## src/prr_pkg.sv

```systemverilog
package prr_pkg;

  // Field widths
  localparam int COORD_BITS = 24;
  localparam int ANGLE_BITS = 16;
  localparam int GUARD      = 16;

  // Datapath widths: the sign-extended coordinate, 16 guard bits, room for the
  // CORDIC gain of about 1.65 and for a rotated vector that is sqrt(2) longer
  localparam int EXT_W = COORD_BITS + 1;
  localparam int DP_W  = COORD_BITS + GUARD + 3;
  localparam int Z_W   = 35;
  localparam int A_W   = 14;
  localparam int MAG_W = 13;

  // Iteration count
  localparam int ITERATIONS     = 20;
  localparam int MAX_ITERATIONS = 32;

  // Angle units are 1/64 degree
  localparam int FULL_TURN    = 23040;
  localparam int HALF_TURN    = 11520;
  localparam int QUARTER_TURN = 5760;

  // round(2^40 * pi / 11520): one angle unit in 2^-40 rad
  localparam logic [28:0] RAD_PER_UNIT = 29'd299845282;
  // CORDIC gain 0.60725293500888 in Q0.32
  localparam logic [31:0] GAIN_Q32     = 32'd2608131496;

  typedef struct packed {
    logic signed [COORD_BITS-1:0] x_in;
    logic signed [COORD_BITS-1:0] y_in;
    logic signed [ANGLE_BITS-1:0] angle_deg;
  } req_t;

  typedef struct packed {
    logic signed [COORD_BITS-1:0] x_out;
    logic signed [COORD_BITS-1:0] y_out;
    logic                         saturated;
  } rsp_t;

  // After angle reduction: angle folded into +-90 degrees, point negated if folded
  typedef struct packed {
    logic signed [EXT_W-1:0] x;
    logic signed [EXT_W-1:0] y;
    logic signed [A_W-1:0]   a;
  } prep_t;

  // CORDIC working vector and residual angle in 2^-32 rad
  typedef struct packed {
    logic signed [DP_W-1:0] x;
    logic signed [DP_W-1:0] y;
    logic signed [Z_W-1:0]  z;
  } cordic_t;

  // round(atan(2^-i) * 2^32)
  function automatic logic [31:0] atan_q32(input int unsigned i);
    logic [31:0] r;
    case (i)
      0:  r = 32'd3373259426;
      1:  r = 32'd1991351318;
      2:  r = 32'd1052175346;
      3:  r = 32'd534100635;
      4:  r = 32'd268086748;
      5:  r = 32'd134174063;
      6:  r = 32'd67103403;
      7:  r = 32'd33553749;
      8:  r = 32'd16777131;
      9:  r = 32'd8388597;
      10: r = 32'd4194303;
      11: r = 32'd2097152;
      12: r = 32'd1048576;
      13: r = 32'd524288;
      14: r = 32'd262144;
      15: r = 32'd131072;
      16: r = 32'd65536;
      17: r = 32'd32768;
      18: r = 32'd16384;
      19: r = 32'd8192;
      20: r = 32'd4096;
      21: r = 32'd2048;
      22: r = 32'd1024;
      23: r = 32'd512;
      24: r = 32'd256;
      25: r = 32'd128;
      26: r = 32'd64;
      27: r = 32'd32;
      28: r = 32'd16;
      29: r = 32'd8;
      30: r = 32'd4;
      31: r = 32'd2;
      default: r = 32'd0;
    endcase
    return r;
  endfunction

endpackage

```

## src/prr_scale.sv

```systemverilog
module prr_scale (
  input  logic             clk,
  input  logic             rst,
  input  logic             in_valid,
  output logic             in_ready,
  input  prr_pkg::prep_t   prep,
  output logic             out_valid,
  input  logic             out_ready,
  output prr_pkg::cordic_t vec
);

  localparam int PW = prr_pkg::DP_W + prr_pkg::GUARD;

  localparam logic signed [32:0] GAIN = $signed({1'b0, prr_pkg::GAIN_Q32});

  logic [prr_pkg::MAG_W-1:0] mag;
  logic [41:0]               z_prod;
  logic [41:0]               z_rnd;
  logic [prr_pkg::Z_W-1:0]   z_abs;
  logic signed [PW-1:0]      x_prod;
  logic signed [PW-1:0]      y_prod;
  prr_pkg::cordic_t          vec_next;
  logic                      valid;

  always_comb begin
    // Degrees to radians, rounded to 2^-32 rad
    mag    = prep.a[prr_pkg::A_W-1] ? prr_pkg::MAG_W'(-prep.a) : prr_pkg::MAG_W'(prep.a);
    z_prod = 42'(mag) * 42'(prr_pkg::RAD_PER_UNIT);
    z_rnd  = z_prod + 42'd128;
    z_abs  = prr_pkg::Z_W'(z_rnd[41:8]);
    vec_next.z = prep.a[prr_pkg::A_W-1] ? $signed(-z_abs) : $signed(z_abs);

    // Pre-scale by the CORDIC gain, keep 16 guard bits (floored)
    x_prod = PW'(prep.x) * PW'(GAIN);
    y_prod = PW'(prep.y) * PW'(GAIN);
    vec_next.x = x_prod[PW-1:prr_pkg::GUARD];
    vec_next.y = y_prod[PW-1:prr_pkg::GUARD];
  end

  assign in_ready  = ~valid | out_ready;
  assign out_valid = valid;

  always_ff @(posedge clk) begin
    if (rst) begin
      valid <= 1'b0;
    end else if (in_ready) begin
      valid <= in_valid;
    end
  end

  always_ff @(posedge clk) begin
    if (in_ready && in_valid) begin
      vec <= vec_next;
    end
  end

endmodule

```

## config.mk

```make
export PLATFORM = sky130hd
export DESIGN_NAME = prr_scale
export DESIGN_NICKNAME = d
export VERILOG_FILES = /design/src/prr_pkg.sv /design/src/prr_scale.sv
export SDC_FILE = /design/constraint.sdc
export NUM_CORES = 2
export LEC_CHECK = 0
export BUFFER_PORTS_ARGS = -buffer_cell sky130_fd_sc_hd__buf_2
export CORE_MARGIN = 1.5
export CORE_UTILIZATION = 53
export DETAILED_ROUTE_END_ITERATION = 8
export PLACE_DENSITY = 0.83
export SYNTH_ARGS = -nofsm -noshare
export SYNTH_HDL_FRONTEND = slang
export SYNTH_SLANG_ARGS = --single-unit
```

## constraint.sdc

```tcl
create_clock -name clk -period 11.15 [get_ports clk]
set_input_delay 1.6725 -clock clk [delete_from_list [all_inputs] [get_ports clk]]
set_output_delay 1.6725 -clock clk [all_outputs]
set_load 0.005 [all_outputs]
```

# --- Word level (Yosys, flattened, before mapping) ---
# Cells that the tools add are included.
classes:
  addsub: 3
  n_mux: 2
  reduce_logical: 1
  bitwise: 2
  n_mul: 3
op_table:
  columns: ["cell", "n"]
  rows:
  - ["multiplier 25 x 30 -> 55 bit (second input constant)", 2]
  - ["adder 42 x 8 -> 42 bit (second input constant)", 1]
  - ["multiplier 13 x 28 -> 41 bit (second input constant)", 1]
  - ["negator 34 -> 35 bit", 1]
  - ["two-way mux 34 bit", 1]
  - ["two-way mux 13 bit", 1]
  - ["negator 13 bit", 1]
  - ["logical AND 1 bit", 1]
  - ["NOT 1 bit", 1]
  - ["OR 1 bit", 1]
word_totals:
  elab_cells: 16
  out_inout_bits: 123
  inputBits: 68
  register_bits: 122

# --- Longest topological paths before layout ---
depth:
  word_depth: 6
  ltp_mapped: 33

# --- Worst setup path before layout ---
# No wires, ideal clock.
synth_timing:
  path_type: "in2reg"
  from: "in prep[5] (netlist name)"
  to: "reg vec[34] (netlist name) (data pin)"
  path_buffers: 3
  stages: 30
  setup_slack_ns: 0.876
  arrival_time_ns: 10.010
  required_ns: 10.886
  cell_sequence: "or3_1 > or3_1 > o31a_1 > xnor2_1 > inv_1 > ha_1 > ha_1 > inv_1 > fa_1 > inv_1 > fa_1 > inv_1 > fa_1 > inv_1 > ha_1 > buf_4 > a21oi_1 > o21ai_0 > o21a_1 > a221oi_1 > xor2_1 > or3_1 > clkbuf_1 > or3_4 > or3_1 > buf_2 > xor2_1 > or4b_4 > or3b_4 > o41a_1"
synth_via:
  elab_chain_cells: 5
synth_rtl:
  columns: ["item", "line_no", "source"]
  rows:
  - ["start, declared", "prr_scale.sv:6", "input prr_pkg::prep_t prep,"]
  - ["negator 13 bit", "prr_scale.sv:27", "mag = prep.a[prr_pkg::A_W-1] ? prr_pkg::MAG_W'(-prep.a) : prr_pkg::MAG_W'(prep.a);"]
  - ["two-way mux 13 bit *", "prr_scale.sv:27", null]
  - ["multiplier 13 x 28 -> 41 bit *", "prr_scale.sv:28", "z_prod = 42'(mag) * 42'(prr_pkg::RAD_PER_UNIT);"]
  - ["adder 42 x 8 -> 42 bit *", "prr_scale.sv:29", "z_rnd = z_prod + 42'd128;"]
  - ["negator 34 -> 35 bit *", "prr_scale.sv:31", "vec_next.z = prep.a[prr_pkg::A_W-1] ? $signed(-z_abs) : $signed(z_abs);"]
  - ["end signal, assigned", "prr_scale.sv:53", "vec <= vec_next;"]
  - ["end, declared", "prr_scale.sv:9", "output prr_pkg::cordic_t vec"]
# Every way passes the cells marked *; elsewhere a longest branch is shown, timed or not.
# A chain may end at the register's enable or synchronous reset.

# --- Worst setup path in the final report ---
layout_timing:
  from: "in prep[0] (netlist name)"
  to: "reg vec[34] (netlist name) (data pin)"
# Same word-level chain as after synthesis.

==> qor.txt <==
Clk root buf: clkbuf_16
Antenna-violating nets left: 0
Synthesized cell area: 0.0366 mm²
Count of cell types in the netlist: 84
TritonCTS clock tree: done
H-tree Lvls: 4
TNS Setup: 0 ns
Final HPWL DP: 79,300 µm
Worst Hold Class: reg2reg
Die X: 266 µm
Post-route clock period utilization: 0.929
Die area: 0.0707 mm²
Detailed Route Iter0 Violations: 1,392
Via count: 25.0k
Final Hold Violating Endpoints: 0
Post_cts resized: 0
# fillers: 5,753
Hold Crit Depth: 2
Hold_ws: 0.519 ns
Worst Skew: 0.0161 ns
GRT Residual Overflow: 0
RSZ-0062 raised after global routing: false
Sequential share of the synthesized area: 0.0981
Final Non-Filler Cells: 4,661
WL/cell: 19.2 µm
Fin. max-slew vios: 0
CP Class: in2reg
Row cnt: 96
FF+latch area: 0.00359 mm²
Core area: 0.0685 mm²
Largest net degree at the start of global routing: 63
Ports: 191
Synth async-reset ratio: 0
Crit path required time: 11.38 ns
Pre-CTS setup slack: 0.291 ns
Synthesized instance count: 3,576
Nets: 5,184
Worst Path Arrival: 10.59 ns
Initial antenna violation count: 0
Crit path depth: 29
Hold Buf Count CTS: 0
Worst reg2reg path depth: 3
Slowest stage delay, CP: 0.57 ns
Max Clk Rate: 0.0966 GHz
Layout area overhead: 7.16%
Crit. End Element: flip-flop
DRC: 0
Post-synth top flop: edfxtp_1
Crit path launch type: input port
Synth Net Count: 4,994
Multi-input logic area: 0.0288 mm²
CTS Sinks: 120
Clk buf depth: 2
Synth Area per Inst: 10.2 µm²
# port buffers: 190
Initial cell density of the core: 0.535
Pre-antenna DRT Iters: 5
Min Tclk post-route: 10.36 ns
GRT Total Usage: 0.266
Outcome: complete, no violations
Post-Route WL: 89,500 µm
Cts bufs inserted: 17
Placed cell count: 4,629
Final worst setup slack: 0.793 ns
Layout cells sized above 1: 0.0736
Post-synth EDFFs: 119
WP buf/inv: 5
Setup Buffers After CTS: 0
Die span in y: 266 µm
Yosys reg bits: 120
Ys Warns: 0
Routed vias/inst: 5.37
Final setup viols: 0
Worst slew pin tran: 1.21 ns
N_diodes: 0
First-pass GRT wire length: 143,000 µm
Crit-path slowest cell: or4b_4
CP delay by family, top: simple AND/OR/NAND/NOR gates
Clk_lat worst skew: 0.50 ns
Rel. slew slack: 0.187
Clock slew at reported path FFs: 0.06 ns
RePlAce Congestion: 0.978
Crit-path max FO: 10
Number of global-route vias before repair: 26.9k
Total of max-cap violations: 0
==> cells in the mapped netlist (15+ instances only) <==
cell | n | area share
inv_1 | 1093 | 0.11
fa_1 | 726 | 0.40
ha_1 | 624 | 0.21
xnor2_1 | 127 | 0.030
edfxtp_1 | 119 | 0.098
nor2_1 | 97 | 0.0099
a21oi_1 | 86 | 0.012
nand2_1 | 79 | 0.0081
a21o_1 | 71 | 0.015
o21ai_0 | 64 | 0.0087
xor2_1 | 49 | 0.012
nor3_1 | 35 | 0.0048
nand2b_1 | 34 | 0.0058
nand3_1 | 25 | 0.0034
o21a_1 | 25 | 0.0051
and3_1 | 24 | 0.0041
nor2b_1 | 24 | 0.0041
clkbuf_1 | 22 | 0.0023
or3_1 | 20 | 0.0034
nand4_1 | 17 | 0.0029
a211oi_1 | 15 | 0.0031
or2_2 | 15 | 0.0026
==> sequential cells by signal (all words and copies together), names as in the netlist <==
name	cells
out_valid	1
vec	119
==> cell families (layout without fill, tap and decap cells) <==
kind of cell / after synthesis / in the layout / share of synthesized area
AO/OA/AOI/OAI: 375 / 375 / 0.0710
XOR/XNOR: 177 / 177 / 0.0425
adder cells (fa/ha/maj): 1350 / 1350 / 0.610
buffers and inverters: 1128 / 1331 / 0.116
flip-flops: 120 / 120 / 0.0981
multiplexers: 9 / 9 / 0.00260
AND/OR/NAND/NOR: 417 / 417 / 0.0592
==> metrics by stage <==
| stage | cell area, µm² | util |
|---|---|---|
| final | 39200 | 0.573 |
| after global routing | 39200 | 0.573 |
| after CTS | 39200 | 0.573 |
| after detailed placement | 38600 | 0.564 |
| after global placement | 38600 | 0.564 |
| after floorplan | 36600 | - |
==> metal layers <==
metal,share of wire,global-route usage,up-vias
met3,0.068,0.0545,150
li1,-,-,11500
met4,0.032,0.0904,0
met5,0,0,-
met2,0.49,0.447,783
met1,0.42,0.343,12600
==> cell usage in the layout (no fill, tap or decap), types with 7 or more instances in the layout <==
master,Yosys,final
inv_1,1093,1093
fa_1,726,726
ha_1,624,624
buf_2,7,190
xnor2_1,127,127
edfxtp_1,119,119
nor2_1,97,97
a21oi_1,86,86
nand2_1,79,79
a21o_1,71,71
o21ai_0,64,64
xor2_1,49,49
nor3_1,35,35
nand2b_1,34,34
o21a_1,25,25
nand3_1,25,25
and3_1,24,24
nor2b_1,24,24
or3_1,20,20
nand4_1,17,17
clkbuf_16,0,17
buf_4,4,16
or2_2,15,15
a211oi_1,15,15
o31ai_1,12,12
o211ai_1,12,12
nor4_1,12,12
o21bai_1,9,9
a221oi_1,8,8
and2_1,9,8
a211o_1,7,7
==> worst paths after layout <==
path	start	to	slack, ns
setup / recovery	prep[0]	vec[34]$_SDFFCE_PN0P_	0.79
hold / removal	out_valid$_SDFFE_PP0N_	out_valid$_SDFFE_PP0N_	0.52
setup reg to reg	out_valid$_SDFFE_PP0N_	vec[100]$_DFFE_PP_	8.76
hold reg to reg	out_valid$_SDFFE_PP0N_	out_valid$_SDFFE_PP0N_	0.52
==> layout make-up <==
class | instances | share of cell area
timing repair buffer | 206 | 0.0273
clock buffer | 18 | 0.0109
clock inverter | 14 | 0.00437
tap | 882 | 0.0281
multi-input combinational | 2328 | 0.733
inverter | 1093 | 0.105
sequential | 120 | 0.0916
==> tightest hold or removal path: stages, from the launching register on <==
cell and delay, ns:
dfxtp_1 0.31, nand2b_1 0.10, a21oi_1 0.07
Power is left out: the tool's default activity adds up to more than one toggle a clock period on the data nets, which glitch-free logic cannot reach.
