===== src/prr_pkg.sv =====
package prr_pkg;

  // Field widths
  localparam int COORD_BITS = 24;
  localparam int ANGLE_BITS = 16;
  localparam int GUARD      = 16;

  // Datapath widths: the sign-extended coordinate, 16 guard bits, room for the
  // CORDIC gain of about 1.65 and for a rotated vector that is sqrt(2) longer
  localparam int EXT_W = COORD_BITS + 1;
  localparam int DP_W  = COORD_BITS + GUARD + 3;
  localparam int Z_W   = 35;
  localparam int A_W   = 14;
  localparam int MAG_W = 13;

  // Iteration count
  localparam int ITERATIONS     = 20;
  localparam int MAX_ITERATIONS = 32;

  // Angle units are 1/64 degree
  localparam int FULL_TURN    = 23040;
  localparam int HALF_TURN    = 11520;
  localparam int QUARTER_TURN = 5760;

  // round(2^40 * pi / 11520): one angle unit in 2^-40 rad
  localparam logic [28:0] RAD_PER_UNIT = 29'd299845282;
  // CORDIC gain 0.60725293500888 in Q0.32
  localparam logic [31:0] GAIN_Q32     = 32'd2608131496;

  typedef struct packed {
    logic signed [COORD_BITS-1:0] x_in;
    logic signed [COORD_BITS-1:0] y_in;
    logic signed [ANGLE_BITS-1:0] angle_deg;
  } req_t;

  typedef struct packed {
    logic signed [COORD_BITS-1:0] x_out;
    logic signed [COORD_BITS-1:0] y_out;
    logic                         saturated;
  } rsp_t;

  // After angle reduction: angle folded into +-90 degrees, point negated if folded
  typedef struct packed {
    logic signed [EXT_W-1:0] x;
    logic signed [EXT_W-1:0] y;
    logic signed [A_W-1:0]   a;
  } prep_t;

  // CORDIC working vector and residual angle in 2^-32 rad
  typedef struct packed {
    logic signed [DP_W-1:0] x;
    logic signed [DP_W-1:0] y;
    logic signed [Z_W-1:0]  z;
  } cordic_t;

  // round(atan(2^-i) * 2^32)
  function automatic logic [31:0] atan_q32(input int unsigned i);
    logic [31:0] r;
    case (i)
      0:  r = 32'd3373259426;
      1:  r = 32'd1991351318;
      2:  r = 32'd1052175346;
      3:  r = 32'd534100635;
      4:  r = 32'd268086748;
      5:  r = 32'd134174063;
      6:  r = 32'd67103403;
      7:  r = 32'd33553749;
      8:  r = 32'd16777131;
      9:  r = 32'd8388597;
      10: r = 32'd4194303;
      11: r = 32'd2097152;
      12: r = 32'd1048576;
      13: r = 32'd524288;
      14: r = 32'd262144;
      15: r = 32'd131072;
      16: r = 32'd65536;
      17: r = 32'd32768;
      18: r = 32'd16384;
      19: r = 32'd8192;
      20: r = 32'd4096;
      21: r = 32'd2048;
      22: r = 32'd1024;
      23: r = 32'd512;
      24: r = 32'd256;
      25: r = 32'd128;
      26: r = 32'd64;
      27: r = 32'd32;
      28: r = 32'd16;
      29: r = 32'd8;
      30: r = 32'd4;
      31: r = 32'd2;
      default: r = 32'd0;
    endcase
    return r;
  endfunction

endpackage


===== src/prr_cordic_stage.sv =====
module prr_cordic_stage #(
  parameter int unsigned SHIFT = 0
) (
  input  logic             clk,
  input  logic             rst,
  input  logic             in_valid,
  output logic             in_ready,
  input  prr_pkg::cordic_t cur,
  output logic             out_valid,
  input  logic             out_ready,
  output prr_pkg::cordic_t nxt
);

  localparam logic signed [prr_pkg::Z_W-1:0] ATAN =
    $signed(prr_pkg::Z_W'(prr_pkg::atan_q32(SHIFT)));

  logic signed [prr_pkg::DP_W-1:0] dx;
  logic signed [prr_pkg::DP_W-1:0] dy;
  prr_pkg::cordic_t                nxt_next;
  logic                            valid;

  always_comb begin
    dx = cur.y >>> SHIFT;
    dy = cur.x >>> SHIFT;
    // Rotate toward zero residual angle
    if (!cur.z[prr_pkg::Z_W-1]) begin
      nxt_next.x = cur.x - dx;
      nxt_next.y = cur.y + dy;
      nxt_next.z = cur.z - ATAN;
    end else begin
      nxt_next.x = cur.x + dx;
      nxt_next.y = cur.y - dy;
      nxt_next.z = cur.z + ATAN;
    end
  end

  assign in_ready  = ~valid | out_ready;
  assign out_valid = valid;

  always_ff @(posedge clk) begin
    if (rst) begin
      valid <= 1'b0;
    end else if (in_ready) begin
      valid <= in_valid;
    end
  end

  always_ff @(posedge clk) begin
    if (in_ready && in_valid) begin
      nxt <= nxt_next;
    end
  end

endmodule


===== config.mk =====
export PLATFORM = sky130hd
export DESIGN_NAME = prr_cordic_stage
export DESIGN_NICKNAME = d
export VERILOG_FILES = /design/src/prr_pkg.sv /design/src/prr_cordic_stage.sv
export SDC_FILE = /design/constraint.sdc
export NUM_CORES = 1
export LEC_CHECK = 0
export BUFFER_PORTS_ARGS = -buffer_cell sky130_fd_sc_hd__buf_2
export CAP_MARGIN = 25
export CORE_UTILIZATION = 55
export DETAILED_ROUTE_END_ITERATION = 16
export HOLD_SLACK_MARGIN = 0.08
export PLACE_DENSITY = 0.78
export SLEW_MARGIN = 20
export SYNTH_ARGS = -nofsm -noshare
export SYNTH_HDL_FRONTEND = slang
export SYNTH_SLANG_ARGS = --single-unit

===== constraint.sdc =====
create_clock -name clk -period 6.4 [get_ports clk]
set_clock_uncertainty 0.15 [all_clocks]
set_input_delay 1.28 -clock clk [delete_from_list [all_inputs] [get_ports clk]]
set_output_delay 1.28 -clock clk [all_outputs]
set_load 0.005 [all_outputs]

* Yosys cells after proc, flatten, opt, wreduce, memory -nomap -nowiden
Cells that the tools add are included.
Cells by class: $add $sub $neg 5, multiplexer cells 1, bitwise gates (word level) 2, reductions and logical operators 1
Operator list (number):
- two-way mux 121 bit | 1
- subtractor 43 bit | 2
- adder 43 bit | 1
- adder 35 x 33 -> 35 bit (second input constant) | 1
- subtractor 35 x 33 -> 35 bit (second input constant) | 1
- logical AND 1 bit | 1
- inverter 1 bit | 1
- bitwise OR 1 bit | 1
Word-level totals: register bits after elaboration 122, bits of input ports 125, output and inout bits 123, word-level logic and storage cells 13

* Longest topological paths before layout
Gate-level depths: netlist (run 1).
depth after elaboration 3, depth in mapped cells 14, gate-level depth less buffers 13

* Worst setup path after synthesis (run 1)
OpenSTA, ideal clock, no wires.
kind input port to flip-flop, start point input port cur[34] (netlist name), end point register nxt[33] (netlist name), data pin, library setup time 0.257 ns, arrival time 4.503 ns, data required time 5.993 ns, slack 1.489 ns, stages on the path 14, path buffers 2, cells stage by stage clkbuf_1 > clkinv_1 > clkbuf_1 > ha_1 > a21o_1 > a221o_1 > a21oi_2 > o2111ai_2 > nand2_2 > o21ai_2 > o21a_1 > a41o_1 > o41a_1 > xor2_1
RTL lines:
- start: declaration | line prr_cordic_stage.sv:8 | input prr_pkg::cordic_t cur,
- end signal: assignment | line prr_cordic_stage.sv:50 | nxt <= nxt_next;
- end: declaration | line prr_cordic_stage.sv:11 | output prr_pkg::cordic_t nxt

==> out/results.tsv, run 1 <==
stage	metric	value	unit
worst_hold_path	min-delay-start	out_valid	
routing	drtAntennaViolNets	0	
cells_and_area	fin_cells	2062	
floorplanning	die_area	24250	um2
synth	ys.flop_type	edfxtp_1	
clock_network	cts-root-buf	clkbuf_16	
critical_path	crit_arrival	4.92	ns
power	leakage	0.006705	uW
floorplanning	core-area	22920	um2
placement	place_inst	2029	
global_route	grt.total_usage	0.3343	
floorplanning	placementRows	55	
clock_network	cts_buffers	17	
sta	final.min_clock_period	4.890	ns
critical_path	r2r-end	nxt[95]	
critical_path	r2r_slack	4.60	ns
global_route	grt_pass1_wl	62820	um
synth	synth_area	13000	um2
worst_hold_path	min_path_cells	2	
global_route	grt.overflow.total	0	
routing	wl	41130	um
placement	dp_slack	1.074	ns
routing	dr.pass1.iters	6	
worst_hold_path	hold_class	flop to flop	
routing	wl_per_cell	19.95	um
sta	fmax	0.2045	GHz
sta	fin_tns_setup	0	ns
synth	syn-num-nets	1811	
placement	port_buffers	247	
clock_network	clk_pin_slew_worst_paths	0.07	ns
cells_and_area	drive_gt1_frac	0.1876	
routing	viasPerCell	6.112	
clock_network	cts_resized	0	
synth	synth.area.top_cells	edfxtp_1, ha_1, a21oi_1, xnor2_1, inv_1	
synth	yosys.area.top_type	edfxtp_1	
critical_path	reg2reg_from	out_valid	
placement	gp_congestion	1.017	
clock_network	clock_latency	0.43	ns
synth	yosys_warnings	0	
floorplanning	initial_core_util	0.5672	
floorplanning	die_w	155.7	um
routing	first_iter_violations	1139	
critical_path	crit_fanout	53	
critical_path	worstRegToRegCells	3	
clock_network	postCtsHoldBufs	0	
synth	ys_async_sr_fraction	0	
sta	hold_viol	0	
clock_network	htree_levels	4	
critical_path	slowest_stage	a2111oi_0	
floorplanning	floorplan.die.height	155.7	um
routing	vias	12600	
placement	hpwl	32160	um
synth	synth_top_area_share	0.2772	
critical_path	timing.critical_path.to_type	flop	
run	cap_violations	0	
cells_and_area	layout.nets	2022	
synth	syn_avg_cell_area	8.529	um2
power	power_density	223.3	nW/um2
routing	drc	0	
sta	max_slew.worst_pin.slew	0.8998	ns
critical_path	critPathMaxStageDelay	0.64	ns
critical_path	critPathRequiredTime	6.43	ns
clock_network	cts_setup_buffers	0	
synth	yosysSeqAreaShare	0.2788	
clock_network	clock-sinks	121	
clock_network	cts_max_path_buffers	2	
worst_hold_path	min_to	out_valid	
sta	slew_viol_final	0	
critical_path	crit_path_start_kind	primary input	
sta	whs	0.3862	ns
global_route	grt_pass1_vias	11630	
critical_path	path_common_cell	a21oi_1	
sta	setup_viol	0	
clock_network	cts_tree	done	
floorplanning	ioPinCount	248	
sta	rsz0062_at_grt	no	
sta	final.setup.worst_slack	1.510	ns
synth	ys_types	92	
synth	post_synth_inst_count	1524	
run_status	status	finished clean	
synth	ys_seq_elements	121	
critical_path	cp_cell_sequence	buf_4, inv_2, ha_1, a21o_1, a21oi_1, a2111oi_0, o21ai_0, a21oi_1, o21a_1, o22ai_1, o21ai_0, a21o_1, a21oi_1	
cells_and_area	synthToLayoutAreaGrowth	15.63	%
critical_path	path_class	primary input to flop	
power	vdd_drop_max	155.4	uV
global_route	grt_max_degree	81	
sta	fin_crit_sh	0.7641	
global_route	antenna_found_initial	0	
synth	synth_edf_count	120	
sta	slew_headroom	0.3946	
-- layer usage --
layer,GRT usage,share of wire
met2,0.5520,0.47
met4,0.1195,0.029
met5,0,0
met1,0.4511,0.43
met3,0.03917,0.073
-- metrics by stage --
step                total power, uW  instance area [um2]    util
global placement               2244                14390  0.6278
detailed placement             2256                14390  0.6278
finish                         3356                15030  0.6559
CTS                            3344                15030  0.6557
floorplan                      1862                13000       -
global route                   3502                15030  0.6557
-- flip-flops by register name, summed over array words and instances (netlist names) --
name / cells
nxt: 120
out_valid: 1
-- report_power, final --
part	total (uW)	internal, uW	switching (uW)
registers	1060	1030	27.1
logic	1210	471	742
clock network	1090	662	423
total	3360	2160	1190
-- synth_stat cells (all sizes together) (8+ instances only) --
library cell / n
or3: 8
o22ai: 8
and2: 9
nand3: 23
nor2b: 16
o211ai: 19
o21bai: 43
a21o: 46
nor2: 126
xnor2: 90
nand2b: 18
clkbuf: 28
o21ai: 94
mux2i: 21
o21a: 19
nor3: 40
nand4: 20
o31ai: 10
edfxtp: 120
a21oi: 205
or2: 10
buf: 32
ha: 158
a31oi: 14
inv: 130
xor2: 19
a211oi: 9
nand2: 75
-- worst max-delay path by stage --
| stage | start | endpoint | cells past startpoint |
|---|---|---|---|
| floorplan | cur[34] | nxt[33] | 14 |
| global placement | cur[34] | nxt[34] | 13 |
| detailed placement | cur[34] | nxt[34] | 13 |
| CTS | cur[34] | nxt[34] | 13 |
| global route | cur[34] | nxt[34] | 13 |
| finish | cur[34] | nxt[34] | 13 |
-- worst max-delay path, delay by kind of cell --
kind                     cells  cell delay (ns)
AO/OA/AOI/OAI               10             2.22
buffers and inverters        2             0.91
adder cells (fa/ha/maj)      1             0.49
-- cell usage in the layout, fill, tap and decap left out, types with 6 or more instances in the layout --
cell type and instances:
a211oi_1 9, a21boi_0 6, a21o_1 46, a21oi_1 204, a31oi_1 13, and2_1 8, buf_2 246, buf_4 6
clkbuf_16 17, edfxtp_1 120, ha_1 158, inv_1 127, mux2i_1 21, nand2_1 74, nand2b_1 18, nand3_1 23
nand4_1 20, nor2_1 123, nor2b_1 14, nor3_1 40, nor4_1 6, o211ai_1 18, o21a_1 19, o21ai_0 89
o21bai_1 43, o22ai_1 7, o31a_1 7, o31ai_1 9, or2_2 9, or3_1 8, xnor2_1 90, xor2_1 19
-- cell families after synthesis --
| kind of cell | Yosys count | share of synthesized area |
|---|---|---|
| AO/OA/AOI/OAI | 545 | 0.2747 |
| AND/OR/NAND/NOR | 369 | 0.1369 |
| buffers and inverters | 196 | 0.06084 |
| adder cells (fa/ha/maj) | 162 | 0.1583 |
| flip-flops | 121 | 0.2788 |
| XOR/XNOR | 109 | 0.07345 |
| multiplexers | 22 | 0.01704 |
-- layout make-up --
| type | count | area [um2] |
|---|---|---|
| flip-flops and latches | 121 | 3623 |
| well taps | 313 | 391.6 |
| multi-input cells | 1207 | 8586 |
| inverters | 136 | 510.5 |
| clock inverters | 15 | 214.0 |
| clock buffers | 17 | 425.4 |
| repair buffers | 252 | 1276 |
| fillers | 2046 | 7886 |
| diodes | 1 | 2.502 |
No activity file was read; power rests on OpenSTA's default activity.
==> run 2, diff against run 1 <==
==> constraint.sdc (replaced) <==
create_clock -name clk -period 4.7 [get_ports clk]
set_clock_uncertainty 0.15 [all_clocks]
set_input_delay 0.94 -clock clk [delete_from_list [all_inputs] [get_ports clk]]
set_output_delay 0.94 -clock clk [all_outputs]
set_load 0.005 [all_outputs]
==> run 2 against run 1 <==
  * Cell count is 1.3% higher
  * Largest power group unchanged
  * Critical path type unchanged
  * Combinational power up 41%
  * Sequential share of layout area decreased by 0.32 points
  * Power rose by 38%
  * Critical endpoint is now nxt[120]
==> out/results.tsv, run 2 (synthesis results as in run 1) <==
stage	metric	value	unit
run_status	status	finished clean	
routing	dr.pass1.iters	6	
clock_network	cts_tree	done	
sta	rsz0062_at_grt	no	
cells_and_area	drive_gt1_frac	0.1994	
global_route	antenna_found_initial	0	
critical_path	cp_cell_sequence	buf_2, inv_1, ha_1, a211oi_1, nor2_1, o41ai_2, a21oi_1, a21oi_1, nor3_1, a21o_1, a221oi_1, mux2i_1, xnor2_1	
critical_path	critPathRequiredTime	4.71	ns
cells_and_area	regMostFlops	nxt	
sta	max_slew.worst_pin.slew	0.9574	ns
placement	hpwl	33940	um
sta	final.min_clock_period	4.115	ns
sta	hold_viol	0	
placement	port_buffers	247	
sta	fin_tns_setup	0	ns
global_route	grt.overflow.total	0	
clock_network	cts-root-buf	clkbuf_16	
power	leakage	0.006828	uW
floorplanning	ioPinCount	248	
routing	viasPerCell	6.119	
critical_path	critPathMaxStageDelay	0.46	ns
sta	setup_viol	0	
routing	vias	12780	
worst_hold_path	hold_class	flop to flop	
global_route	grt_pass1_wl	65720	um
floorplanning	placementRows	55	
worst_hold_path	min-delay-start	out_valid	
cells_and_area	fill_cells	2015	
cells_and_area	layout.nets	2049	
cells_and_area	multi_input_area	8586	um2
cells_and_area	final_cell_mix	buf_2, a21oi_1, ha_1	
cells_and_area	synthToLayoutAreaGrowth	17.17	%
floorplanning	initial_core_util	0.5672	
sta	final.setup.worst_slack	0.5854	ns
worst_hold_path	min_to	out_valid	
cells_and_area	final_common_cell	buf_2	
sta	slew_viol_final	0	
floorplanning	die_w	155.7	um
global_route	grt_pass1_vias	12250	
clock_network	postCtsHoldBufs	0	
critical_path	timing.critical_path.to_type	flop	
critical_path	crit_arrival	4.13	ns
routing	first_iter_violations	1076	
floorplanning	die_area	24250	um2
critical_path	path_class	primary input to flop	
placement	dp_slack	0.3195	ns
routing	wl_per_cell	20.47	um
sta	slew_headroom	0.3558	
sta	whs	0.3789	ns
routing	drc	0	
placement	gp_congestion	0.9997	
worst_hold_path	min_path_cells	2	
critical_path	slowest_stage	ha_1	
cells_and_area	regArea	3623	um2
sta	fin_crit_sh	0.8754	
cells_and_area	largest_reg_flops	120	
critical_path	cp_top_family	compound AO/OA/AOI/OAI gates	
routing	drtAntennaViolNets	0	
critical_path	crit_path_start_kind	primary input	
power	power_density	303.4	nW/um2
critical_path	path_common_cell	a21oi_1	
clock_network	cts_resized	0	
global_route	grt.total_usage	0.3493	
critical_path	crit_fanout	11	
global_route	grt_max_degree	62	
cells_and_area	n_antenna_cell	0	
critical_path	r2r-end	nxt[44]	
sta	fmax	0.2430	GHz
floorplanning	core-area	22920	um2
power	vdd_drop_max	201.4	uV
clock_network	clock-sinks	121	
critical_path	r2r_slack	2.65	ns
clock_network	clock_latency	0.42	ns
run	cap_violations	0	
clock_network	cts_buffers	17	
clock_network	cts_setup_buffers	0	
floorplanning	floorplan.die.height	155.7	um
critical_path	reg2reg_from	out_valid	
clock_network	cts_max_path_buffers	2	
critical_path	worstRegToRegCells	3	
routing	wl	42740	um
critical_path	crit_buf_inv	2	
clock_network	clk_pin_slew_worst_paths	0.06	ns
clock_network	htree_levels	4	
[run 2: how the worst max path moves through the flow]
| stage | slack (ns) | from | depth (start not counted) | to |
|---|---|---|---|---|
| after floorplan | 0.13 | cur[34] | 14 | nxt[33] |
| after global placement | 0.39 | cur[55] | 13 | nxt[72] |
| after detailed placement | 0.32 | cur[34] | 13 | nxt[34] |
| after CTS | 0.72 | cur[40] | 13 | nxt[120] |
| after global routing | 0.53 | cur[34] | 13 | nxt[34] |
| final | 0.59 | cur[40] | 13 | nxt[120] |
[run 2: report_power, final]
| part | switching, uW | total [uW] | internal [uW] |
|---|---|---|---|
| registers | 37.9 | 1440 | 1400 |
| logic | 1040 | 1710 | 670 |
| clock network | 580 | 1470 | 894 |
[run 2: area by class of cell]
cell class | count | share of cell area
Clock buffer | 18 | 0.02818
Inverter | 136 | 0.03352
Timing Repair Buffer | 279 | 0.09793
Multi-Input combinational cell | 1207 | 0.5638
Clock inverter | 14 | 0.01298
Sequential cell | 121 | 0.2379
Tap cell | 313 | 0.02571
[run 2: through the flow]
stage	instance area (um2)	util	std cells	power [uW]
4_1_cts	15230	0.6646	2088	4594
3_5_place_dp	14600	0.6372	2056	3121
6_report	15230	0.6646	2088	4621
5_1_grt	15230	0.6646	2088	4808
2_1_floorplan	13000	-	1524	2536
3_3_place_gp	14600	0.6372	2056	3103
[run 2: layer usage]
| layer | up-vias | GRT usage | part of all wire |
|---|---|---|---|
| met2 | 686 | 0.5870 | 0.47 |
| met3 | 84 | 0.05972 | 0.080 |
| met1 | 5995 | 0.4540 | 0.43 |
| li1 | 6011 | - | - |
| met5 | - | 0 | 0 |
| met4 | 0 | 0.1167 | 0.024 |
[run 2: worst min-delay path, cell delays in order (launching register included)]
cell,delay (ns)
dfxtp_1,0.31
nand2b_1,0.11
a21oi_1,0.07
