<file path="src/prr_pkg.sv">
package prr_pkg;

  // Field widths
  localparam int COORD_BITS = 24;
  localparam int ANGLE_BITS = 16;
  localparam int GUARD      = 16;

  // Datapath widths: the sign-extended coordinate, 16 guard bits, room for the
  // CORDIC gain of about 1.65 and for a rotated vector that is sqrt(2) longer
  localparam int EXT_W = COORD_BITS + 1;
  localparam int DP_W  = COORD_BITS + GUARD + 3;
  localparam int Z_W   = 35;
  localparam int A_W   = 14;
  localparam int MAG_W = 13;

  // Iteration count
  localparam int ITERATIONS     = 20;
  localparam int MAX_ITERATIONS = 32;

  // Angle units are 1/64 degree
  localparam int FULL_TURN    = 23040;
  localparam int HALF_TURN    = 11520;
  localparam int QUARTER_TURN = 5760;

  // round(2^40 * pi / 11520): one angle unit in 2^-40 rad
  localparam logic [28:0] RAD_PER_UNIT = 29'd299845282;
  // CORDIC gain 0.60725293500888 in Q0.32
  localparam logic [31:0] GAIN_Q32     = 32'd2608131496;

  typedef struct packed {
    logic signed [COORD_BITS-1:0] x_in;
    logic signed [COORD_BITS-1:0] y_in;
    logic signed [ANGLE_BITS-1:0] angle_deg;
  } req_t;

  typedef struct packed {
    logic signed [COORD_BITS-1:0] x_out;
    logic signed [COORD_BITS-1:0] y_out;
    logic                         saturated;
  } rsp_t;

  // After angle reduction: angle folded into +-90 degrees, point negated if folded
  typedef struct packed {
    logic signed [EXT_W-1:0] x;
    logic signed [EXT_W-1:0] y;
    logic signed [A_W-1:0]   a;
  } prep_t;

  // CORDIC working vector and residual angle in 2^-32 rad
  typedef struct packed {
    logic signed [DP_W-1:0] x;
    logic signed [DP_W-1:0] y;
    logic signed [Z_W-1:0]  z;
  } cordic_t;

  // round(atan(2^-i) * 2^32)
  function automatic logic [31:0] atan_q32(input int unsigned i);
    logic [31:0] r;
    case (i)
      0:  r = 32'd3373259426;
      1:  r = 32'd1991351318;
      2:  r = 32'd1052175346;
      3:  r = 32'd534100635;
      4:  r = 32'd268086748;
      5:  r = 32'd134174063;
      6:  r = 32'd67103403;
      7:  r = 32'd33553749;
      8:  r = 32'd16777131;
      9:  r = 32'd8388597;
      10: r = 32'd4194303;
      11: r = 32'd2097152;
      12: r = 32'd1048576;
      13: r = 32'd524288;
      14: r = 32'd262144;
      15: r = 32'd131072;
      16: r = 32'd65536;
      17: r = 32'd32768;
      18: r = 32'd16384;
      19: r = 32'd8192;
      20: r = 32'd4096;
      21: r = 32'd2048;
      22: r = 32'd1024;
      23: r = 32'd512;
      24: r = 32'd256;
      25: r = 32'd128;
      26: r = 32'd64;
      27: r = 32'd32;
      28: r = 32'd16;
      29: r = 32'd8;
      30: r = 32'd4;
      31: r = 32'd2;
      default: r = 32'd0;
    endcase
    return r;
  endfunction

endpackage

</file>
<file path="src/prr_round.sv">
module prr_round (
  input  logic             clk,
  input  logic             rst,
  input  logic             in_valid,
  output logic             in_ready,
  input  prr_pkg::cordic_t vec,
  output logic             out_valid,
  input  logic             out_ready,
  output prr_pkg::rsp_t    rsp
);

  localparam int RW = prr_pkg::DP_W - prr_pkg::GUARD;

  localparam logic signed [RW-1:0] HI = RW'((2 ** (prr_pkg::COORD_BITS - 1)) - 1);
  localparam logic signed [RW-1:0] LO = -RW'(2 ** (prr_pkg::COORD_BITS - 1));
  localparam logic signed [prr_pkg::DP_W-1:0] HALF = prr_pkg::DP_W'(2 ** (prr_pkg::GUARD - 1));

  logic signed [prr_pkg::DP_W-1:0] x_sum;
  logic signed [prr_pkg::DP_W-1:0] y_sum;
  logic signed [RW-1:0]            x_rnd;
  logic signed [RW-1:0]            y_rnd;
  logic                            x_sat;
  logic                            y_sat;
  prr_pkg::rsp_t                   rsp_next;
  logic                            valid;

  always_comb begin
    // Round half up, drop guard bits
    x_sum = vec.x + HALF;
    y_sum = vec.y + HALF;
    x_rnd = x_sum[prr_pkg::DP_W-1:prr_pkg::GUARD];
    y_rnd = y_sum[prr_pkg::DP_W-1:prr_pkg::GUARD];

    x_sat = (x_rnd > HI) || (x_rnd < LO);
    y_sat = (y_rnd > HI) || (y_rnd < LO);

    if (x_rnd > HI) begin
      rsp_next.x_out = HI[prr_pkg::COORD_BITS-1:0];
    end else if (x_rnd < LO) begin
      rsp_next.x_out = LO[prr_pkg::COORD_BITS-1:0];
    end else begin
      rsp_next.x_out = x_rnd[prr_pkg::COORD_BITS-1:0];
    end

    if (y_rnd > HI) begin
      rsp_next.y_out = HI[prr_pkg::COORD_BITS-1:0];
    end else if (y_rnd < LO) begin
      rsp_next.y_out = LO[prr_pkg::COORD_BITS-1:0];
    end else begin
      rsp_next.y_out = y_rnd[prr_pkg::COORD_BITS-1:0];
    end

    rsp_next.saturated = x_sat | y_sat;
  end

  assign in_ready  = ~valid | out_ready;
  assign out_valid = valid;

  always_ff @(posedge clk) begin
    if (rst) begin
      valid <= 1'b0;
    end else if (in_ready) begin
      valid <= in_valid;
    end
  end

  always_ff @(posedge clk) begin
    if (in_ready && in_valid) begin
      rsp <= rsp_next;
    end
  end

endmodule

</file>
<file path="config.mk">
export PLATFORM = sky130hd
export DESIGN_NAME = prr_round
export DESIGN_NICKNAME = d
export VERILOG_FILES = /design/src/prr_pkg.sv /design/src/prr_round.sv
export SDC_FILE = /design/constraint.sdc
export NUM_CORES = 1
export LEC_CHECK = 0
export ABC_AREA = 1
export BUFFER_PORTS_ARGS = -buffer_cell sky130_fd_sc_hd__buf_2
export CORE_ASPECT_RATIO = 1.2
export CORE_MARGIN = 2
export CORE_UTILIZATION = 42
export CTS_CLUSTER_DIAMETER = 50
export DETAILED_ROUTE_END_ITERATION = 8
export PLACE_DENSITY_LB_ADDON = 0.12
export SETUP_SLACK_MARGIN = 0.3
export SLEW_MARGIN = 5
export SYNTH_ARGS = -nofsm -noshare
export SYNTH_HDL_FRONTEND = slang
export SYNTH_SLANG_ARGS = --single-unit
</file>
<file path="constraint.sdc">
create_clock -name clk -period 3.65 [get_ports clk]
set_input_delay 0.5475 -clock clk [delete_from_list [all_inputs] [get_ports clk]]
set_output_delay 0.5475 -clock clk [all_outputs]
set_load 0.01 [all_outputs]
</file>
### After elaboration in Yosys (flattened, before gate mapping)

Index checks and enable logic that the tools add are counted.

* bits in registers: 50
* output and inout bits: 51
* latch bits: 0
* memories: 0
* ROM bits: 0
* word-level logic and storage cells: 18
* bits of input ports: 125
* memory bits (writable): 0

* div/mod/pow operators: 0
* multiply operators: 0
* muxes and demuxes: 2
* bitwise logic cells: 3
* shift operators: 0
* equality and inequality tests: 0
* reduce and logical (&&, ||, !) cells: 3
* $lt $le $gt $ge: 4
* add/sub/neg operators: 2

Operators with widths (number)
* $add 43x17->43 const B: 2
* $gt 27x24->1 const B: 2
* $lt 27x24->1 const B: 2
* $mux 24: 2
* $logic_or 1x1->1: 2
* $or 1x1->1: 2
* $logic_and 1x1->1: 1
* $not 1->1: 1

### Longest topological paths before layout

Gate-level depths: netlist of the first run.

* depth after elaboration: 4
* depth in mapped cells: 14
* depth with buffers taken out: 14

### Least setup slack after synthesis of the first run

Ideal clock, no wire load.

* kind: input to register
* from: input in_valid
* to: register rsp[0] (netlist bit), enable pin
* stages: 2
* arrival: 2.980 ns
* required time: 3.178 ns
* library setup time: 0.472 ns
* path buffers: 0
* slack: 0.199 ns
* cell sequence: inv_1 > a21oi_1

* word-level cells in the longest chain between the ends: 1

RTL lines
* start, declared: RTL line prr_round.sv:4 `input logic in_valid,`
* $logic_and 1x1->1: RTL line prr_round.sv:68 `if (in_ready && in_valid) begin`
* end signal, assigned: RTL line prr_round.sv:69 `rsp <= rsp_next;`
* end, declared: RTL line prr_round.sv:9 `output prr_pkg::rsp_t rsp`

No other way between the ends.
A chain may end at the register's enable or synchronous reset.

==> tab_implementation.tex, run 1 <==
\begin{tabular}{lr}
\hline
Metric & Value \\
\hline
\multicolumn{2}{l}{\textbf{Status}} \\
Outcome & complete, no violations \\
\multicolumn{2}{l}{\textbf{Min path}} \\
Worst Hold Launch & rst \\
Type of the worst min-delay path & in -> reg \\
Hold path endpoint & out\_valid \\
Depth of the worst hold-timing path & 2 \\
\multicolumn{2}{l}{\textbf{Power}} \\
Switch share & a little over a quarter \\
Net load switching power & roughly 0.35 mW \\
Cell leakage power & between 1.5 and 2 nW \\
Sequential group share of total power & approximately 52\% \\
Proportion of power drawn by combinational gates & between 10\% and 20\% \\
Largest voltage drop on the vdd net & $\sim$0.15 mV \\
Power density over cell area & $\sim$320 nW/um\^{}2 \\
Fraction of power consumed by the clock network & approximately 28\% \\
Internal power & between 0.9 and 1 mW \\
\multicolumn{2}{l}{\textbf{Synth}} \\
Area contributors post-synth & sky130\_fd\_sc\_hd\_\_edfxtp\_1 42\%, sky130\_fd\_sc\_hd\_\_nand2\_1 19\%, sky130\_fd\_sc\_hd\_\_nor2\_1 5.6\%, sky130\_fd\_sc\_hd\_\_xor2\_1 5.5\%, sky130\_fd\_sc\_hd\_\_nand3\_1 3.7\% \\
Number of enable flip-flop cells after synthesis & $\sim$50 \\
Unique cell type count in the Yosys netlist & 30 \\
Net Count, Synth & about 570 \\
Share of async-settable or async-resettable flops after synthesis & 0\% \\
Avg Inst Size Synth & 7.932 sq um \\
Sequential element share of the synthesized area & about 43\% \\
Total number of yosys warnings & 0 \\
Most used DFF post-synth & sky130\_fd\_sc\_hd\_\_edfxtp\_1 \\
Fraction of post-synthesis cell area in the top cell type by area & 42.26\% \\
Mapped cell area & around 3500 sq um \\
Library cell occupying the most area in the post-synthesis netlist & sky130\_fd\_sc\_hd\_\_edfxtp\_1 \\
Register bit total from synthesis & 50 \\
Gate Count Post-Synth & around 440 \\
\multicolumn{2}{l}{\textbf{Timing}} \\
Tightest Pin Transition & around 0.69 ns \\
Worst setup skew after layout & slightly below 0.008 ns \\
Worst-case headroom to the max-slew limit & 53.69\% \\
Total setup violations reported at the end of the flow & 0 \\
Post-route minimum period & approximately 2.2 ns \\
Period utilisation layout & 60.91\% \\
Total count of max-transition violations in the final report & 0 \\
Number of hold violations in the final report & 0 \\
Setup repair after global routing missed its margin & false \\
Max Freq & roughly 450 MHz \\
Total negative slack & 0 ns \\
\multicolumn{2}{l}{\textbf{Cells and area}} \\
Non-filler instance count after layout & about 640 \\
Highest-count cells in the layout ignoring fill and taps & 178 x sky130\_fd\_sc\_hd\_\_nand2\_1, 110 x sky130\_fd\_sc\_hd\_\_buf\_2, 52 x sky130\_fd\_sc\_hd\_\_nor2\_1 \\
Share of post-route cells with drive strength above 1 & between 20\% and 30\% \\
Filler Cells Inserted & roughly 840 \\
Number of diodes & 0 \\
Post-route cell area & approximately 4200 sq um \\
Post-layout nets & 676 \\
Area overhead of the layout relative to synthesis & 20.01\% \\
Leading cell type in the layout, fill and taps excluded & sky130\_fd\_sc\_hd\_\_nand2\_1 \\
\multicolumn{2}{l}{\textbf{Die}} \\
Die span in x & roughly 87 microns \\
Site row count & 36 \\
Die Area & $\sim$9000 sq um \\
Starting Density & a little over two fifths \\
Die H & approximately 100 microns \\
I/O pins & roughly 180 \\
Core Region & just over 8000 sq um \\
\multicolumn{2}{l}{\textbf{Placed design}} \\
Final weighted congestion in routability-driven placement & roughly 0.84 \\
Cell area after placement & $\sim$4000 sq um \\
Final HPWL from detailed placement & between 6000 and 7000 microns \\
Placed Instances & between 600 and 700 \\
Count of input and output buffers & 110 \\
\multicolumn{2}{l}{\textbf{Clocking}} \\
Clk sinks & 50 \\
TritonCTS Buffers & 5 \\
Worst-case clock buffer depth & 2 \\
Clock tree from TritonCTS & done \\
Clk root buf & sky130\_fd\_sc\_hd\_\_clkbuf\_8 \\
Clock latency on the worst-skew pair & slightly above 0.3 ns \\
Buffers inserted during post-CTS setup optimization & 0 \\
Clock slew seen by the registers of the worst setup and hold paths & roughly 0.09 ns \\
\# H-tree levels & 2 \\
Number of gates resized after cts & 0 \\
CTS hold repair buffers & 0 \\
\multicolumn{2}{l}{\textbf{Detailed routing}} \\
Count of unresolved DRC violations after routing & 0 \\
Number of antenna-violating nets in the routed design & 0 \\
Final Routed Wirelength & between 8000 and 9000 microns \\
Routed wire length per instance & 12.56 microns \\
Router iterations before antenna repair & 4 \\
Starting DRT DRC Count & just under 100 \\
Overall via count from detail\_route & approximately 3.2k \\
Detail-routed via count per cell & 4.901 \\
\multicolumn{2}{l}{\textbf{Critical path}} \\
Worst Setup Start Kind & input pin \\
CP required & 3.73 ns \\
Arrival time reported for the critical path endpoint & between 2 and 2.5 ns \\
Largest fanout on the critical path & 24 \\
Crit. End Element & flip-flop \\
Path depth of the worst reg2reg path & 2 \\
Crit. Startpoint & vec[50] \\
Slack of the worst reg-to-reg path & 1.90 ns \\
Capture instance of the worst register-to-register path & rsp[26] \\
Classification of the worst setup path & in -> reg \\
FF-to-FF Start & out\_valid \\
\multicolumn{2}{l}{\textbf{GRT}} \\
Global-route wire length before repair & around 13000 microns \\
Number of antenna violations at the first check in global routing & 0 \\
Sum of overflow across all layers after global routing & 0 \\
Pin count of the biggest net entering global routing & 29 \\
Overall global routing resource usage & 18.57\% \\
Vias in the first global route & 3026 \\
\multicolumn{2}{l}{\textbf{Job}} \\
Max-cap violations & 0 \\
\hline
\end{tabular}
-- power groups by stage --
stage | clock, mW | sequential (mW) | combinational, mW
CTS | 0.387 | 0.690 | 0.268
detailed placement | 0 | 0.703 | 0.267
finish | 0.377 | 0.689 | 0.265
global route | 0.404 | 0.693 | 0.300
global placement | 0 | 0.701 | 0.264
floorplan | 0 | 0.726 | 0.136
-- layer usage --
| layer | vias to the layer above | track usage, % | share of wire (%) |
|---|---|---|---|
| li1 | 1640 | - | - |
| met1 | 1406 | 18.59 | 37 |
| met2 | 98 | 35.88 | 54 |
| met3 | 12 | 4.622 | 6.6 |
| met4 | 0 | 6.264 | 1.9 |
| met5 | - | 0 | 0 |
-- synthesized netlist by cell type, types with 2 or more instances --
master,instances
sky130_fd_sc_hd__nand2_1,178
sky130_fd_sc_hd__nor2_1,52
sky130_fd_sc_hd__edfxtp_1,49
sky130_fd_sc_hd__nand3_1,26
sky130_fd_sc_hd__inv_1,24
sky130_fd_sc_hd__xor2_1,22
sky130_fd_sc_hd__nand4_1,12
sky130_fd_sc_hd__xnor2_1,12
sky130_fd_sc_hd__nand2_2,10
sky130_fd_sc_hd__buf_6,7
sky130_fd_sc_hd__nor2_2,6
sky130_fd_sc_hd__nor2_4,6
sky130_fd_sc_hd__nor3_1,5
sky130_fd_sc_hd__or2_2,5
sky130_fd_sc_hd__nand3_2,4
sky130_fd_sc_hd__a21oi_1,2
sky130_fd_sc_hd__a31o_2,2
sky130_fd_sc_hd__ha_1,2
sky130_fd_sc_hd__inv_2,2
sky130_fd_sc_hd__nand2_4,2
sky130_fd_sc_hd__nand3b_1,2
-- registers in the layout, summed over array words and instances (netlist names) --
signal and flops:
rsp 49, out_valid 1
-- kinds of logic (layout without fill, tap and decap cells) --
| logic type | count (synthesis) | after routing | synth area share (%) |
|---|---|---|---|
| AND/OR/NAND/NOR | 312 | 312 | 40.42 |
| flip-flops | 50 | 50 | 42.83 |
| XOR/XNOR | 35 | 35 | 9.342 |
| buffers and inverters | 34 | 144 | 5.498 |
| AO/OA/AOI/OAI | 6 | 6 | 1.186 |
| adder cells (fa/ha/maj) | 2 | 2 | 0.7185 |
-- cell type report --
class                      instances  area (sq um)  area share (%)
inverter                          26         97.59           2.335
tap                               95         118.9           2.844
clock inverter                     2         33.78          0.8084
clock buffer                       5         68.82           1.647
sequential                        50          1491           35.69
multi-input combinational        355          1810           43.32
timing repair buffer             111         558.0           13.35
-- how the worst max path moves through the flow --
stage / end / slack [ns] / cells past startpoint
after CTS: rsp[0] / 1.42 / 15
after detailed placement: rsp[0] / 1.08 / 15
final: rsp[0] / 1.43 / 15
after floorplan: rsp[0] / 1.19 / 2
after global routing: rsp[0] / 1.17 / 15
after global placement: rsp[0] / 1.10 / 15
-- critical path: stages --
cell,delay [ns]
sky130_fd_sc_hd__buf_2,0.09
sky130_fd_sc_hd__ha_1,0.20
sky130_fd_sc_hd__inv_1,0.08
sky130_fd_sc_hd__nor2_2,0.19
sky130_fd_sc_hd__nand2_2,0.15
sky130_fd_sc_hd__nor2_4,0.15
sky130_fd_sc_hd__nand2_1,0.06
sky130_fd_sc_hd__nand2_1,0.06
sky130_fd_sc_hd__nand2_1,0.08
sky130_fd_sc_hd__nor2_1,0.10
sky130_fd_sc_hd__nand2_1,0.07
sky130_fd_sc_hd__nand2_2,0.31
sky130_fd_sc_hd__nand2_1,0.09
sky130_fd_sc_hd__inv_1,0.07
sky130_fd_sc_hd__nand2_1,0.04
-- through the flow --
step,hold slack (ns),setup WS [ns],power (mW),util (%)
final,0.3802,1.427,1.331,51.54
after CTS,0.3732,1.421,1.345,51.54
after detailed placement,0.5466,1.080,0.9701,50.28
after global placement,0.5076,1.098,0.9659,50.28
after floorplan,0.5899,1.192,0.8622,-
after global routing,0.3842,1.174,1.398,51.54
No activity file was read; power rests on OpenSTA's default activity.
==> inputs of run 2 (changes only) <==
Settings changed: CORE_UTILIZATION 42 to 46.
Clock period 3.65 ns to 2.22 ns, I/O delays scaled along.
==> run 2 against run 1 <==
Cell area grew 2.4%; register-to-register slack lost 0.81 ns; first-iteration DRC count shrank 10%; via count grew 1.3%; sequential power grew 64%; clock skew shrank 0.0036 ns; count of clock-buffer cells in the layout grew 1; critical path depth shrank 2; wire length shrank 1.2%; non-clock buffer count grew 8; global-route usage grew 1.0 points; largest cell class unchanged.
==> tab_implementation.tex, run 2 (synthesis gave the netlist of run 1 again) <==
\begin{tabular}{lr}
\hline
Metric & Value \\
\hline
\multicolumn{2}{l}{\textbf{Status}} \\
Outcome & complete, no violations \\
\multicolumn{2}{l}{\textbf{Timing}} \\
Total negative slack & 0 ns (unchanged) \\
Max Freq & $\sim$570 MHz \\
Tightest Pin Transition & 0.3545 ns (-0.3386 ns) \\
Total setup violations reported at the end of the flow & 0 (unchanged) \\
Worst hold-check slack & 0.1817 ns (-0.1986 ns) \\
Worst-case headroom to the max-slew limit & 76.31\% (+23 points) \\
Total count of max-transition violations in the final report & 0 (unchanged) \\
Worst setup skew after layout & 0.004221 ns (-0.003573 ns) \\
Period utilisation layout & between 70\% and 80\% \\
Post-route minimum period & 1.741 ns \\
Number of hold violations in the final report & 0 (unchanged) \\
Setup repair after global routing missed its margin & false \\
\multicolumn{2}{l}{\textbf{Cells and area}} \\
Leading cell type in the layout, fill and taps excluded & sky130\_fd\_sc\_hd\_\_nand2\_1 \\
Post-route cell area & 4278 sq um (+2.4\%) \\
Share of post-route cells with drive strength above 1 & 29.93\% (+1.3 points) \\
Post-layout nets & 685 (+1.3\%) \\
Largest register by flop count & rsp \\
Number of diodes & 0 (unchanged) \\
Number of flip-flops under the largest register name & 49 (unchanged) \\
Highest-count cells in the layout ignoring fill and taps & 177 x sky130\_fd\_sc\_hd\_\_nand2\_1, 110 x sky130\_fd\_sc\_hd\_\_buf\_2, 52 x sky130\_fd\_sc\_hd\_\_nor2\_1 \\
Final core occ & 58.46\% (+6.9 points) \\
Area overhead of the layout relative to synthesis & 22.85\% \\
\multicolumn{2}{l}{\textbf{Critical path}} \\
Crit. End Element & flip-flop \\
Classification of the worst setup path & in -> reg \\
Largest fanout on the critical path & 10 (-58\%) \\
FF-to-FF Start & out\_valid \\
CP required & 2.28 ns (-1.45 ns) \\
Worst Setup Start Kind & input pin \\
Crit. Startpoint & vec[58] \\
Arrival time reported for the critical path endpoint & 1.80 ns (-0.50 ns) \\
Path depth of the worst reg2reg path & 2 (unchanged) \\
\multicolumn{2}{l}{\textbf{Die}} \\
Die H & 99.31 microns (-4.3\%) \\
Die span in x & 83.43 microns (-4.2\%) \\
Site row count & 34 (-5.6\%) \\
I/O pins & 176 (unchanged) \\
Die Area & 8285 sq um (-8.3\%) \\
Starting Density & 47.59\% (+4.6 points) \\
Core Region & 7317 sq um (-9.8\%) \\
\multicolumn{2}{l}{\textbf{Clocking}} \\
Clk sinks & 50 (unchanged) \\
Clock tree from TritonCTS & done \\
TritonCTS Buffers & 5 (unchanged) \\
Clock slew seen by the registers of the worst setup and hold paths & 0.09 ns (about the same) \\
Worst-case clock buffer depth & 2 (unchanged) \\
Clock latency on the worst-skew pair & 0.30 ns (about the same) \\
\# H-tree levels & 2 (unchanged) \\
Clk root buf & sky130\_fd\_sc\_hd\_\_clkbuf\_8 \\
Buffers inserted during post-CTS setup optimization & 0 (unchanged) \\
\multicolumn{2}{l}{\textbf{Detailed routing}} \\
Number of antenna-violating nets in the routed design & 0 (unchanged) \\
Routed wire length per instance & 12.33 microns (-1.8\%) \\
Final Routed Wirelength & 7992 microns (-1.2\%) \\
Router iterations before antenna repair & 4 (unchanged) \\
Starting DRT DRC Count & 89 (-10\%) \\
Count of unresolved DRC violations after routing & 0 (unchanged) \\
Detail-routed via count per cell & 4.934 (+0.67\%) \\
Overall via count from detail\_route & 3197 (+1.3\%) \\
\multicolumn{2}{l}{\textbf{Min path}} \\
Worst Hold Launch & rst \\
Depth of the worst hold-timing path & 2 (unchanged) \\
Type of the worst min-delay path & in -> reg \\
\multicolumn{2}{l}{\textbf{Power}} \\
Largest voltage drop on the vdd net & 0.2260 mV (+50\%) \\
Power density over cell area & 490.5 nW/um\^{}2 (+54\%) \\
Cell leakage power & 1.927 nW (+2.4\%) \\
\multicolumn{2}{l}{\textbf{GRT}} \\
Global-route wire length before repair & 13300 microns (about the same) \\
Vias in the first global route & 3011 (-0.50\%) \\
Sum of overflow across all layers after global routing & 0 (unchanged) \\
Pin count of the biggest net entering global routing & 50 (+72\%) \\
Overall global routing resource usage & 19.59\% (+1.0 points) \\
Number of antenna violations at the first check in global routing & 0 (unchanged) \\
\multicolumn{2}{l}{\textbf{Placed design}} \\
Final weighted congestion in routability-driven placement & 0.8834 (+4.6\%) \\
Cell area after placement & 4168 sq um (+2.2\%) \\
Final HPWL from detailed placement & 6455 microns (-2.3\%) \\
Count of input and output buffers & 110 (unchanged) \\
\multicolumn{2}{l}{\textbf{Job}} \\
Max-cap violations & 0 (unchanged) \\
\hline
\end{tabular}
## run 2: what timing repair did
item / 4_1_cts / 5_1_grt
endpoints found under the setup margin: 0 / 3
hold buffers: 0 / 0
hold endpoints to repair: 0 / 0
gates resized for setup: 0 / 3
## run 2: final timing paths
kind / endpoint / slack [ns]
worst max register to register: rsp[41] / 1.09
worst max-delay path: rsp[12] / 0.48
worst min-delay path: out_valid / 0.18
worst min register to register: out_valid / 0.54
## run 2: routing by layer
metal	global-route usage [%]	wire, microns
met4	7.816	261
met1	21.25	2923
met2	38.09	4435
met5	0	0
met3	2.822	371
## run 2: metrics by stage
stage / instances / worst slack, ns / power, mW
finish: 648 / 0.4789 / 2.098
global route: 648 / 0.3096 / 2.220
CTS: 647 / 0.3800 / 2.114
detailed placement: 640 / 0.06839 / 1.614
global placement: 640 / 0.07446 / 1.606
floorplan: 439 / 0.4107 / 1.418
## run 2: report_power, final
part / switching (mW) / internal [mW]
logic: 0.281 / 0.181
registers: 0.0141 / 1.12
clock network: 0.287 / 0.217
## run 2: final cells by class
| type | instances | area (sq um) |
|---|---|---|
| timing repair buffer | 119 | 655.6 |
| multi-input combinational | 356 | 1841 |
| clock inverter | 1 | 7.507 |
| fill | 729 | 3039 |
| sequential | 50 | 1491 |
| tap | 90 | 112.6 |
| inverter | 26 | 97.59 |
| clock buffer | 6 | 72.57 |
## run 2: critical path, stage by stage
cell	delay, ns
sky130_fd_sc_hd__buf_2	0.11
sky130_fd_sc_hd__nand2_1	0.10
sky130_fd_sc_hd__nor2_1	0.21
sky130_fd_sc_hd__nand2_1	0.15
sky130_fd_sc_hd__nor2_4	0.15
sky130_fd_sc_hd__nand2_1	0.07
sky130_fd_sc_hd__nand2_1	0.05
sky130_fd_sc_hd__nand2_1	0.07
sky130_fd_sc_hd__nor2_1	0.11
sky130_fd_sc_hd__nand2_1	0.07
sky130_fd_sc_hd__nand2_2	0.11
sky130_fd_sc_hd__buf_4	0.18
sky130_fd_sc_hd__nand2_1	0.07
